<file path="src/sv/owbm_pkg.sv">
// Package with the shared types, codes and helpers of the one-wire bus master.
`default_nettype none

package owbm_pkg;

	// Widths of the configuration port.
	localparam int unsigned CfgIndexW = 3;
	localparam int unsigned CfgDataW  = 10;

	// Configuration register indexes.
	typedef enum logic [CfgIndexW-1:0] {
		CFG_RESET_LOW      = 3'd0,
		CFG_RESPONSE_WAIT  = 3'd1,
		CFG_PRESENCE_WIN   = 3'd2,
		CFG_SLOT           = 3'd3,
		CFG_START          = 3'd4,
		CFG_SAMPLE_DELAY   = 3'd5,
		CFG_RECOVERY       = 3'd6
	} cfg_index_t;

	// Register values after reset.
	localparam logic [9:0] ResetLowDefault      = 10'd480;
	localparam logic [7:0] ResponseWaitDefault  = 8'd14;
	localparam logic [9:0] PresenceWinDefault   = 10'd240;
	localparam logic [7:0] SlotDefault          = 8'd60;
	localparam logic [3:0] StartDefault         = 4'd2;
	localparam logic [5:0] SampleDelayDefault   = 6'd5;
	localparam logic [3:0] RecoveryDefault      = 4'd2;

	// Bus commands.
	typedef enum logic [1:0] {
		CMD_NONE  = 2'd0,
		CMD_RESET = 2'd1,
		CMD_WRITE = 2'd2,
		CMD_READ  = 2'd3
	} cmd_t;

	// Sequencer phases, one-hot.
	typedef enum logic [8:0] {
		PH_IDLE      = 9'b000000001,
		PH_RST_LOW   = 9'b000000010,
		PH_RST_WAIT  = 9'b000000100,
		PH_RST_WATCH = 9'b000001000,
		PH_RST_REC   = 9'b000010000,
		PH_SLOT_LOW  = 9'b000100000,
		PH_READ_WAIT = 9'b001000000,
		PH_SLOT_DATA = 9'b010000000,
		PH_SLOT_REC  = 9'b100000000
	} phase_t;

	// One tick with its optional command.
	typedef struct packed {
		logic [1:0] command;
		logic [7:0] write_data;
		logic       line_level;
	} owbm_in_t;

	// Line controls and status for one tick.
	typedef struct packed {
		logic       drive_low;
		logic       pullup_on;
		logic       busy_res;
		logic       done_res;
		logic       presence;
		logic [7:0] read_data;
	} owbm_out_t;

	// True on the last tick of a phase of the given length.
	function automatic logic at_end(input logic [9:0] count, input logic [9:0] len);
		logic [10:0] next_count;
		next_count = {1'b0, count} + 11'd1;
		return next_count >= {1'b0, len};
	endfunction

endpackage

`default_nettype wire

</file>
<file path="src/sv/one_wire_bus_master_unit.sv">
// One-wire bus master sequencer, stepped once per microsecond tick.
//
// Usage: every input transaction on in_valid/in_ready is one bus tick carrying
// the sampled line level and an optional command (bus reset, write byte, read
// byte). A command is taken only while the sequencer is idle and is ignored
// while busy. Each input transaction yields exactly one output transaction on
// out_valid/out_ready with drive_low, pullup_on, busy, done, presence and the
// last read byte for that tick.
// The result of a tick is registered: it is in the output register on the
// cycle after it is accepted. Throughput is one tick per cycle unless the
// receiver stalls; sequencer state and output register update on acceptance.
// When the receiver stalls, the output register holds its transaction and
// in_ready drops until it is taken, so no tick is lost or repeated.
// Configuration writes through cfg_we/cfg_index/cfg_data take effect at once;
// phase lengths are read live by the sequencer.
// Reset clears the sequencer to idle, presence and read byte to zero, and
// loads the default timing values (480, 14, 240, 60, 2, 5, 2 ticks).
`default_nettype none

module one_wire_bus_master_unit
	import owbm_pkg::*;
(
	input  wire logic                 clk,
	input  wire logic                 arst_n,
	input  wire logic                 cfg_we,
	input  wire logic [CfgIndexW-1:0] cfg_index,
	input  wire logic [CfgDataW-1:0]  cfg_data,
	input  wire logic                 in_valid,
	output logic                      in_ready,
	input  wire owbm_in_t             in_data,
	output logic                      out_valid,
	input  wire logic                 out_ready,
	output owbm_out_t                 out_data
);

	// Timing registers.
	logic [9:0] reset_low_q;
	logic [7:0] response_wait_q;
	logic [9:0] presence_win_q;
	logic [7:0] slot_q;
	logic [3:0] start_q;
	logic [5:0] sample_delay_q;
	logic [3:0] recovery_q;

	// Sequencer state.
	phase_t     phase_q;
	logic [9:0] tick_q;
	logic [2:0] bit_q;
	logic [7:0] shift_q;
	logic       presence_q;
	logic [1:0] op_q;
	logic [7:0] read_hold_q;

	// Output register.
	logic      out_valid_q;
	owbm_out_t out_data_q;

	// Next-state values.
	phase_t     ph_d;
	logic [9:0] tick_d;
	logic [2:0] bit_d;
	logic [7:0] shift_d;
	logic       presence_d;
	logic [1:0] op_d;
	logic [7:0] read_hold_d;
	owbm_out_t  res_d;
	logic       moved;
	logic       accept;

	assign in_ready  = !out_valid_q || out_ready;
	assign accept    = in_valid && in_ready;
	assign out_valid = out_valid_q;
	assign out_data  = out_data_q;

	// Configuration register writes.
	always_ff @(posedge clk or negedge arst_n) begin
		if (!arst_n) begin
			reset_low_q     <= ResetLowDefault;
			response_wait_q <= ResponseWaitDefault;
			presence_win_q  <= PresenceWinDefault;
			slot_q          <= SlotDefault;
			start_q         <= StartDefault;
			sample_delay_q  <= SampleDelayDefault;
			recovery_q      <= RecoveryDefault;
		end else if (cfg_we) begin
			unique case (cfg_index)
				CFG_RESET_LOW:     reset_low_q     <= cfg_data;
				CFG_RESPONSE_WAIT: response_wait_q <= cfg_data[7:0];
				CFG_PRESENCE_WIN:  presence_win_q  <= cfg_data;
				CFG_SLOT:          slot_q          <= cfg_data[7:0];
				CFG_START:         start_q         <= cfg_data[3:0];
				CFG_SAMPLE_DELAY:  sample_delay_q  <= cfg_data[5:0];
				CFG_RECOVERY:      recovery_q      <= cfg_data[3:0];
				default: ;
			endcase
		end
	end

	// One tick of the bus sequencer.
	always_comb begin
		ph_d        = phase_q;
		tick_d      = tick_q;
		bit_d       = bit_q;
		shift_d     = shift_q;
		presence_d  = presence_q;
		op_d        = op_q;
		read_hold_d = read_hold_q;
		moved       = 1'b0;
		res_d       = '0;

		// A command starts an operation only from idle, on this same tick.
		if (phase_q == PH_IDLE && in_data.command != CMD_NONE) begin
			op_d   = in_data.command;
			tick_d = '0;
			bit_d  = '0;
			if (in_data.command == CMD_RESET) begin
				presence_d = 1'b0;
				ph_d       = PH_RST_LOW;
			end else begin
				shift_d = (in_data.command == CMD_WRITE) ? in_data.write_data : 8'd0;
				ph_d    = PH_SLOT_LOW;
			end
		end
		res_d.busy_res = (ph_d != PH_IDLE);

		unique case (ph_d)
			PH_IDLE: ;
			PH_RST_LOW: begin
				res_d.drive_low = 1'b1;
				res_d.pullup_on = 1'b1;
				if (at_end(tick_d, reset_low_q)) begin
					ph_d  = (response_wait_q != 8'd0) ? PH_RST_WAIT : PH_RST_WATCH;
					moved = 1'b1;
				end
			end
			PH_RST_WAIT: begin
				res_d.pullup_on = 1'b1;
				if (at_end(tick_d, {2'b00, response_wait_q})) begin
					ph_d  = PH_RST_WATCH;
					moved = 1'b1;
				end
			end
			PH_RST_WATCH: begin
				res_d.pullup_on = 1'b1;
				if (!in_data.line_level) begin
					presence_d = 1'b1;
					ph_d       = PH_RST_REC;
					moved      = 1'b1;
				end else if (at_end(tick_d, presence_win_q)) begin
					ph_d  = PH_RST_REC;
					moved = 1'b1;
				end
			end
			PH_RST_REC: begin
				if (at_end(tick_d, reset_low_q)) begin
					res_d.done_res = 1'b1;
					ph_d           = PH_IDLE;
					moved          = 1'b1;
				end
			end
			PH_SLOT_LOW: begin
				res_d.drive_low = 1'b1;
				if (at_end(tick_d, {6'd0, start_q})) begin
					ph_d  = (op_d == CMD_READ) ? PH_READ_WAIT : PH_SLOT_DATA;
					moved = 1'b1;
				end
			end
			PH_READ_WAIT: begin
				if (at_end(tick_d, {4'd0, sample_delay_q})) begin
					ph_d  = PH_SLOT_DATA;
					moved = 1'b1;
				end
			end
			PH_SLOT_DATA: begin
				// A read samples on the first data tick; a write drives the data bit.
				if (op_d == CMD_READ) begin
					if (tick_d == 10'd0) begin
						shift_d = {in_data.line_level, shift_d[7:1]};
					end
				end else begin
					res_d.drive_low = !shift_d[bit_d];
				end
				if (at_end(tick_d, {2'b00, slot_q})) begin
					ph_d  = PH_SLOT_REC;
					moved = 1'b1;
				end
			end
			PH_SLOT_REC: begin
				if (at_end(tick_d, {6'd0, recovery_q})) begin
					if (bit_d == 3'd7) begin
						res_d.done_res = 1'b1;
						if (op_d == CMD_READ) begin
							read_hold_d = shift_d;
						end
						bit_d = '0;
						ph_d  = PH_IDLE;
					end else begin
						bit_d = bit_d + 3'd1;
						ph_d  = PH_SLOT_LOW;
					end
					moved = 1'b1;
				end
			end
			default: ph_d = PH_IDLE;
		endcase

		// A phase change restarts the count; otherwise a running phase counts up.
		if (moved) begin
			tick_d = '0;
		end else if (ph_d != PH_IDLE) begin
			tick_d = tick_d + 10'd1;
		end

		res_d.presence  = presence_d;
		res_d.read_data = read_hold_d;
	end

	// Sequencer state advances once per accepted tick.
	always_ff @(posedge clk or negedge arst_n) begin
		if (!arst_n) begin
			phase_q     <= PH_IDLE;
			tick_q      <= '0;
			bit_q       <= '0;
			shift_q     <= '0;
			presence_q  <= 1'b0;
			op_q        <= '0;
			read_hold_q <= '0;
		end else if (accept) begin
			phase_q     <= ph_d;
			tick_q      <= tick_d;
			bit_q       <= bit_d;
			shift_q     <= shift_d;
			presence_q  <= presence_d;
			op_q        <= op_d;
			read_hold_q <= read_hold_d;
		end
	end

	// Output register valid flag.
	always_ff @(posedge clk or negedge arst_n) begin
		if (!arst_n) begin
			out_valid_q <= 1'b0;
		end else if (accept) begin
			out_valid_q <= 1'b1;
		end else if (out_ready) begin
			out_valid_q <= 1'b0;
		end
	end

	// Output register payload.
	always_ff @(posedge clk) begin
		if (accept) begin
			out_data_q <= res_d;
		end
	end

	// A finished operation is always reported as busy on its last tick.
	assert property (@(posedge clk) disable iff (!arst_n)
		out_valid_q && out_data_q.done_res |-> out_data_q.busy_res)
		else $error("done reported without busy");

	// An empty output register never holds back the input side.
	assert property (@(posedge clk) disable iff (!arst_n)
		!out_valid_q |-> in_ready)
		else $error("input stalled with empty output register");

	// The sequencer state moves only on an accepted tick.
	assert property (@(posedge clk) disable iff (!arst_n)
		!accept |=> $stable(phase_q) && $stable(tick_q))
		else $error("sequencer advanced without a tick");

	// Starting a bus reset from idle clears the presence result and drives low.
	assert property (@(posedge clk) disable iff (!arst_n)
		accept && phase_q == PH_IDLE && in_data.command == CMD_RESET
		|=> !out_data_q.presence && out_data_q.drive_low)
		else $error("bus reset did not start cleanly");

	// The pull-up is only on during the reset phases.
	assert property (@(posedge clk) disable iff (!arst_n)
		out_valid_q && out_data_q.pullup_on |-> out_data_q.busy_res && op_q == CMD_RESET)
		else $error("pull-up enabled outside a bus reset");

endmodule

`default_nettype wire
</file>
<file path="config.mk">
export PLATFORM = sky130hd
export DESIGN_NAME = one_wire_bus_master_unit
export DESIGN_NICKNAME = d
export VERILOG_FILES = /design/src/sv/owbm_pkg.sv /design/src/sv/one_wire_bus_master_unit.sv
export SDC_FILE = /design/constraint.sdc
export NUM_CORES = 1
export LEC_CHECK = 0
export ABC_AREA = 1
export CAP_MARGIN = 5
export CELL_PAD_IN_SITES_DETAIL_PLACEMENT = 0
export CELL_PAD_IN_SITES_GLOBAL_PLACEMENT = 1
export CORE_UTILIZATION = 44
export CTS_BUF_LIST = sky130_fd_sc_hd__clkbuf_8
export DETAILED_ROUTE_END_ITERATION = 8
export DONT_BUFFER_PORTS = 1
export GPL_ROUTABILITY_DRIVEN = 0
export GPL_TIMING_DRIVEN = 0
export PLACE_DENSITY = 0.87
export SLEW_MARGIN = 20
export SYNTH_ARGS = -nofsm -noshare
export SYNTH_HDL_FRONTEND = slang
export SYNTH_SLANG_ARGS = --single-unit
</file>
<file path="constraint.sdc">
create_clock -name clk -period 3.65 [get_ports clk]
set_clock_uncertainty 0.1 [all_clocks]
set_input_delay 0.73 -clock clk [delete_from_list [all_inputs] [get_ports clk]]
set_output_delay 0.73 -clock clk [all_outputs]
set_load 0.03 [all_outputs]
</file>
---- Word-level counts from Yosys, hierarchy flattened ----
Cells that the tools add are included.
word-level totals
  bits in registers ....................... 105
  bits in latches ......................... 0
  bits in writable memories ............... 0
  bits in read-only memories .............. 0
  output and inout port bits .............. 15
  logic and storage cells ................. 130
  memories ................................ 0
cells by class
  add/subtract/negate cells ............... 3
  $mul .................................... 0
  div/mod/pow operators ................... 0
  $lt $le $gt $ge ......................... 8
  eq/ne operators ......................... 22
  shifts and indexed selects .............. 0
  muxes and demuxes ....................... 56
  bitwise operators ....................... 0
  reductions and logical operators ........ 20
operators by type and width
  cell                                                                      count
  9-bit two-way mux                                                         10
  8-bit two-way mux                                                         11
  9-bit one-hot mux with 9 select lines                                     1
  10-bit two-way mux                                                        3
  11-bit by 10-bit greater-or-equal comparator with 1-bit output            2
  11-bit by 4-bit greater-or-equal comparator with 1-bit output             2
  11-bit by 8-bit greater-or-equal comparator with 1-bit output             2
  1-bit two-way mux                                                         19
  9-bit by 1-bit == test with 1-bit output (second input constant)          2
  9-bit by 1-bit inequality test with 1-bit output (second input constant)  2
  2-bit AND reduction                                                       7
  3-bit == test (second input constant)                                     4
  3-bit two-way mux                                                         4
  6-bit two-way mux                                                         2
  10-bit by 1-bit adder with 11-bit output (second input constant)          1
  11-bit by 6-bit greater-or-equal comparator with 1-bit output             1
  10-bit by 1-bit adder with 10-bit output (second input constant)          1
  10-bit logical NOT                                                        1
  9-bit by 2-bit == test with 1-bit output (second input constant)          1
  9-bit by 3-bit == test with 1-bit output (second input constant)          1
  9-bit by 4-bit == test with 1-bit output (second input constant)          1
  9-bit by 5-bit == test with 1-bit output (second input constant)          1
  9-bit by 6-bit == test with 1-bit output (second input constant)          1
  9-bit by 7-bit == test with 1-bit output (second input constant)          1
  21 further kinds                                                          28

---- Logic depth before layout (Yosys ltp) ----
  depth in word-level cells ............... 11
  mapped depth ............................ 29
  gate-level depth less buffers ........... 27

---- Least setup slack after synthesis ----
No wires, ideal clock.
  kind .................................... in2reg
  start point ............................. input in_data[10] in the netlist's numbering
  end point ............................... register tick_q[1]
  setup time .............................. 66 ps
  arrival time ............................ 3,807 ps
  slack ................................... -323 ps
  cell stages on the path ................. 26
  path buffers ............................ 1
  cells stage by stage .................... nor2_1 nor2_2 nand3_4 buf_4 nand2_1 inv_1 ha_1 xor2_1 inv_1 ha_1 a21oi_1 o21ai_0 a21oi_1 o21ai_0 or2_2 nand3_1 nand3b_1 nand2_1 nand2_1 nand2_1 nand2_1 nor2_2 nand3_2 nor2_1 nand2_1 nand2_1
between the ends
  word-level cells in the longest chain between the ends .. 11
  elaborated cells on any way between the ends .. 53
  classes of those cells .................. 2 x add/sub; 7 x order compare; 13 x eq/ne; 28 x mux; 3 x reduce/logical
ends and longest elaborated chain
  what                                                            RTL line                         RTL
  start, declared                                                 one_wire_bus_master_unit.sv:30   input wire owbm_in_t in_data,
  2-bit nonzero test                                              one_wire_bus_master_unit.sv:112  if (phase_q == PH_IDLE && in_data.command != CMD_NONE) begin
  1-bit logical AND                                               one_wire_bus_master_unit.sv:112
  10-bit two-way mux                                              one_wire_bus_master_unit.sv:112
  10-bit by 1-bit adder with 11-bit output                        owbm_pkg.sv:71                   next_count = {1'b0, count} + 11'd1;
  11-bit by 10-bit greater-or-equal comparator with 1-bit output  owbm_pkg.sv:72                   return next_count >= {1'b0, len};
  9-bit two-way mux                                               one_wire_bus_master_unit.sv:149  end else if (at_end(tick_d, presence_win_q)) begin
  9-bit two-way mux                                               one_wire_bus_master_unit.sv:145  if (!in_data.line_level) begin
  9-bit one-hot mux with 9 select lines                           one_wire_bus_master_unit.sv:126  unique case (ph_d)
  9-bit by 1-bit inequality test with 1-bit output                one_wire_bus_master_unit.sv:210  end else if (ph_d != PH_IDLE) begin
  10-bit two-way mux                                              one_wire_bus_master_unit.sv:210
  10-bit two-way mux *                                            one_wire_bus_master_unit.sv:208  if (moved) begin
  end signal, assigned                                            one_wire_bus_master_unit.sv:230  tick_q <= tick_d;
  end, declared                                                   one_wire_bus_master_unit.sv:47   logic [9:0] tick_q;
Mark *: on every way between the ends. The rest lies on a longest branch, timed or not.
A chain may end at the register's enable or synchronous reset.

---- Worst setup path after layout ----
  start point ............................. register phase_q[0]
  end point ............................... register tick_q[5]
between the ends
  word-level cells in the longest chain between the ends .. 11
  elaborated cells on any way between the ends .. 51
  classes of those cells .................. 2 x add/sub; 7 x order compare; 13 x eq/ne; 27 x mux; 2 x reduce/logical
ends and longest elaborated chain
  what                                                            RTL line                         RTL
  start, declared                                                 one_wire_bus_master_unit.sv:46   phase_t phase_q;
  start signal, assigned                                          one_wire_bus_master_unit.sv:229  phase_q <= ph_d;
  9-bit by 1-bit == test with 1-bit output                        one_wire_bus_master_unit.sv:112
  1-bit logical AND                                               one_wire_bus_master_unit.sv:112
  10-bit two-way mux                                              one_wire_bus_master_unit.sv:112
  10-bit by 1-bit adder with 11-bit output                        owbm_pkg.sv:71
  11-bit by 10-bit greater-or-equal comparator with 1-bit output  owbm_pkg.sv:72
  9-bit two-way mux                                               one_wire_bus_master_unit.sv:149
  9-bit two-way mux                                               one_wire_bus_master_unit.sv:145
  9-bit one-hot mux with 9 select lines                           one_wire_bus_master_unit.sv:126
  9-bit by 1-bit inequality test with 1-bit output                one_wire_bus_master_unit.sv:210
  10-bit two-way mux                                              one_wire_bus_master_unit.sv:210
  10-bit two-way mux *                                            one_wire_bus_master_unit.sv:208
Marks and branches as above.

==> results.sh <==
export IMPL_cts_made_buffers=9
export IMPL_root_buffer="clkbuf_8"
export IMPL_worstHoldPathType="in2async"
export IMPL_reg2reg_slack_ns=-0.1
export IMPL_p_leak_nw=3.89
export IMPL_worst_path_max_fanout=7
export IMPL_dr_pass1_iters=7
export IMPL_synth_compound_area_frac=0.123
export IMPL_grt_pass1_vias=5857
export IMPL_design_portCount=44
export IMPL_wl_microns=17100
export IMPL_coreArea_sq_um=14600
export IMPL_insertion_delay_ns=0.40
export IMPL_ys_warn_count=0
export IMPL_place_ws_ns=-0.734
export IMPL_ys_flop_type="dfrtp_1"
export IMPL_htreeDepth=3
export IMPL_grt_util_all_layers=0.235
export IMPL_ir_worst_vdd_v=0.000333
export IMPL_slew_headroom=0.562
export IMPL_die_h_microns=125
export IMPL_finalWorstPathRequiredPeriod_ns=3.75
export IMPL_final_cell_mix="244 x nand2_1, 128 x inv_1, 89 x o21ai_0"
export IMPL_crit_type="reg2reg"
export IMPL_num_rows=44
export IMPL_critPathMaxStageDelay_ns=0.59
export IMPL_layout_commonest_cell="nand2_1"
export IMPL_drv_cap=0
export IMPL_crit_path_start_kind="flop"
export IMPL_num_vias=5903
export IMPL_port_buffer_count=0
export IMPL_violations="DRC, setup timing"
export IMPL_clock_fmax_mhz=267
export IMPL_synthSimpleGateAreaFrac=0.289
export IMPL_outcome="finished with violations"
export IMPL_diodes=0
export IMPL_tns_ns=-0.708
export IMPL_finalCritPeriodShare=1.03
export IMPL_whs_ns=0.0625
export IMPL_cp_required_ns=3.88
export IMPL_syn_avg_cell_area_sq_um=7.47
export IMPL_p_per_area_nw_per_um2=637
export IMPL_finalHoldViolCount=0
export IMPL_die_w_microns=125
export IMPL_antenna_found_initial=0
export IMPL_netlist_area_sq_um=6660
export IMPL_via_per_inst=5.23
export IMPL_dp_cells=1076
export IMPL_cts_max_path_buffers=2
export IMPL_cts_tree="yes"
export IMPL_grt_pass1_wl_microns=29000
export IMPL_crit_path_top_delay_cell="dfstp_2"
export IMPL_synthDistinctLibCells=44
export IMPL_antenna_left=0
export IMPL_setup_viol=11
export IMPL_fin_ws_ns=-0.0956
export IMPL_syn_num_nets=964
export IMPL_drc=8
export IMPL_ys_top_cells_by_area="dfrtp_1 27%, nand2_1 15%, ha_1 8.1%"
export IMPL_synth_top_area_frac=0.271
export IMPL_area_delta_synth_final_pct=16.1
export IMPL_synth_adder_area_share=0.0808
export IMPL_synth_enable_flop_cells=13
export IMPL_synth_mux_area_fraction=0
export IMPL_syn_inst=892
export IMPL_final_cells=1128
export IMPL_async_reset_ff_frac=0.876
export IMPL_r2r_start="phase_q[0]"
export IMPL_overflow=0
export IMPL_synth_seq_cells=105
export IMPL_dr_first_iter_drc_count=353
export IMPL_synth_top_family_by_area="simple AND/OR/NAND/NOR gates"
export IMPL_crit_end="tick_q[5]"
export IMPL_post_drt_wl_per_cell_microns=15.2
export IMPL_layout_drive_gt1_share=0.177
export IMPL_rsz0062_at_grt="true"
export IMPL_die_area_sq_um=15600
export IMPL_cp_common_cell="nand2_2"
export IMPL_start_util=0.455
export IMPL_timing_rr_end="tick_q[5]"
export IMPL_cts_clk_slew_worst_paths_ns=0.11
export IMPL_cts_sinks=105
export IMPL_startpoint="phase_q[0]"
export IMPL_r2r_cells=27
export IMPL_num_nets_final=1011
export IMPL_synth_top_cell_by_area="dfrtp_1"
export IMPL_slew_violations=0
export IMPL_tightest_slew_ns=0.658
export IMPL_cp_end_kind="flop"
export IMPL_dpl_hpwl_microns=12400
export IMPL_yosys_area_share_xor_xnor=0.00263
export IMPL_grt_max_degree=73
export IMPL_worstPathArrival_ns=3.97
export IMPL_ys_seq_area_frac=0.408
through the flow:
step                 util  total power [W]  area (sq um)
finish              0.528          0.00492          7730
global route        0.528          0.00536          7730
CTS                 0.511          0.00475          7480
detailed placement  0.472          0.00363          6920
global placement    0.472          0.00358          6920
floorplan               -          0.00312          6690
critical path: cells and delay by family, from the launching register on:
kind | cells | cell delay [ns]
flops | 1 | 0.59
simple gates | 16 | 1.58
fa+ha+maj | 2 | 0.38
buf+inv | 4 | 0.39
xor+xnor | 1 | 0.20
compound gates | 4 | 0.43
synthesized netlist by cell type (2+ instances only):
cell / n
nand3b_1: 5
nand2_1: 259
o21ai_1: 8
ha_1: 43
a21oi_1: 25
nand4_1: 18
dfstp_2: 20
inv_1: 133
clkbuf_1: 14
o211ai_1: 2
a31oi_1: 3
o21ai_0: 102
nand3_2: 6
buf_4: 2
inv_2: 5
nor4_1: 2
nand2_2: 10
nor3_1: 6
o21bai_1: 3
buf_2: 5
nand2_4: 2
nor2_1: 46
o22ai_1: 10
nor2_4: 5
edfxtp_1: 13
nor2_2: 9
nand3_1: 48
dfrtp_1: 72
cell type report:
type                       count  area, sq um
clock buffer                   9          124
clock inverter                 7         77.6
tap                          184          230
fill                        1454         6910
sequential                   105         2720
multi-input combinational    625         3560
buffer                        23          146
timing repair buffer          36          328
inverter                     139          541
state kept, by name, summed over array words and instances (netlist names):
signal	count
out_data	13
presence_win_q	10
reset_low_q	10
tick_q	10
phase_q	9
read_hold_q	8
response_wait_q	8
shift_q	8
slot_q	8
sample_delay_q	6
recovery_q	4
start_q	4
bit_q	3
op_q	2
out_valid	1
presence_q	1
worst min-delay path by stage:
stage	from	to	slack, ns	cells past startpoint
floorplan	arst_n	bit_q[0]	0.33	0
global placement	arst_n	tick_q[2]	0.34	0
detailed placement	arst_n	read_hold_q[6]	0.34	0
CTS	arst_n	recovery_q[1]	0.04	0
global route	arst_n	start_q[1]	0.04	0
finish	arst_n	start_q[1]	0.06	0
report_power, final:
| part | internal (W) | total, W | switching, W |
|---|---|---|---|
| combinational | 0.00107 | 0.00255 | 0.00148 |
| clock | 0.000325 | 0.000760 | 0.000436 |
| sequential | 0.00143 | 0.00162 | 0.000187 |
logic make-up after synthesis:
group,Yosys count
AO/OA/AOI/OAI,156
XOR/XNOR,2
adder cells (fa/ha/maj),43
buffers and inverters,162
flip-flops,105
AND/OR/NAND/NOR,424
per-layer routing:
metal  track usage  wire length (microns)
met3        0.0372                    614
met2         0.399                   8030
met1         0.310                   8140
met4        0.0703                    312
met5             0                      0
what timing repair did:
item,4_1_cts,5_1_grt
resized for setup,40,44
endpoints found under the hold margin,72,0
setup buffers,21,12
cloned,1,1
endpoints found under the setup margin,32,33
hold buffers,1,0
pin swaps,25,18
Note: power is estimated with default switching activity, not from simulation.
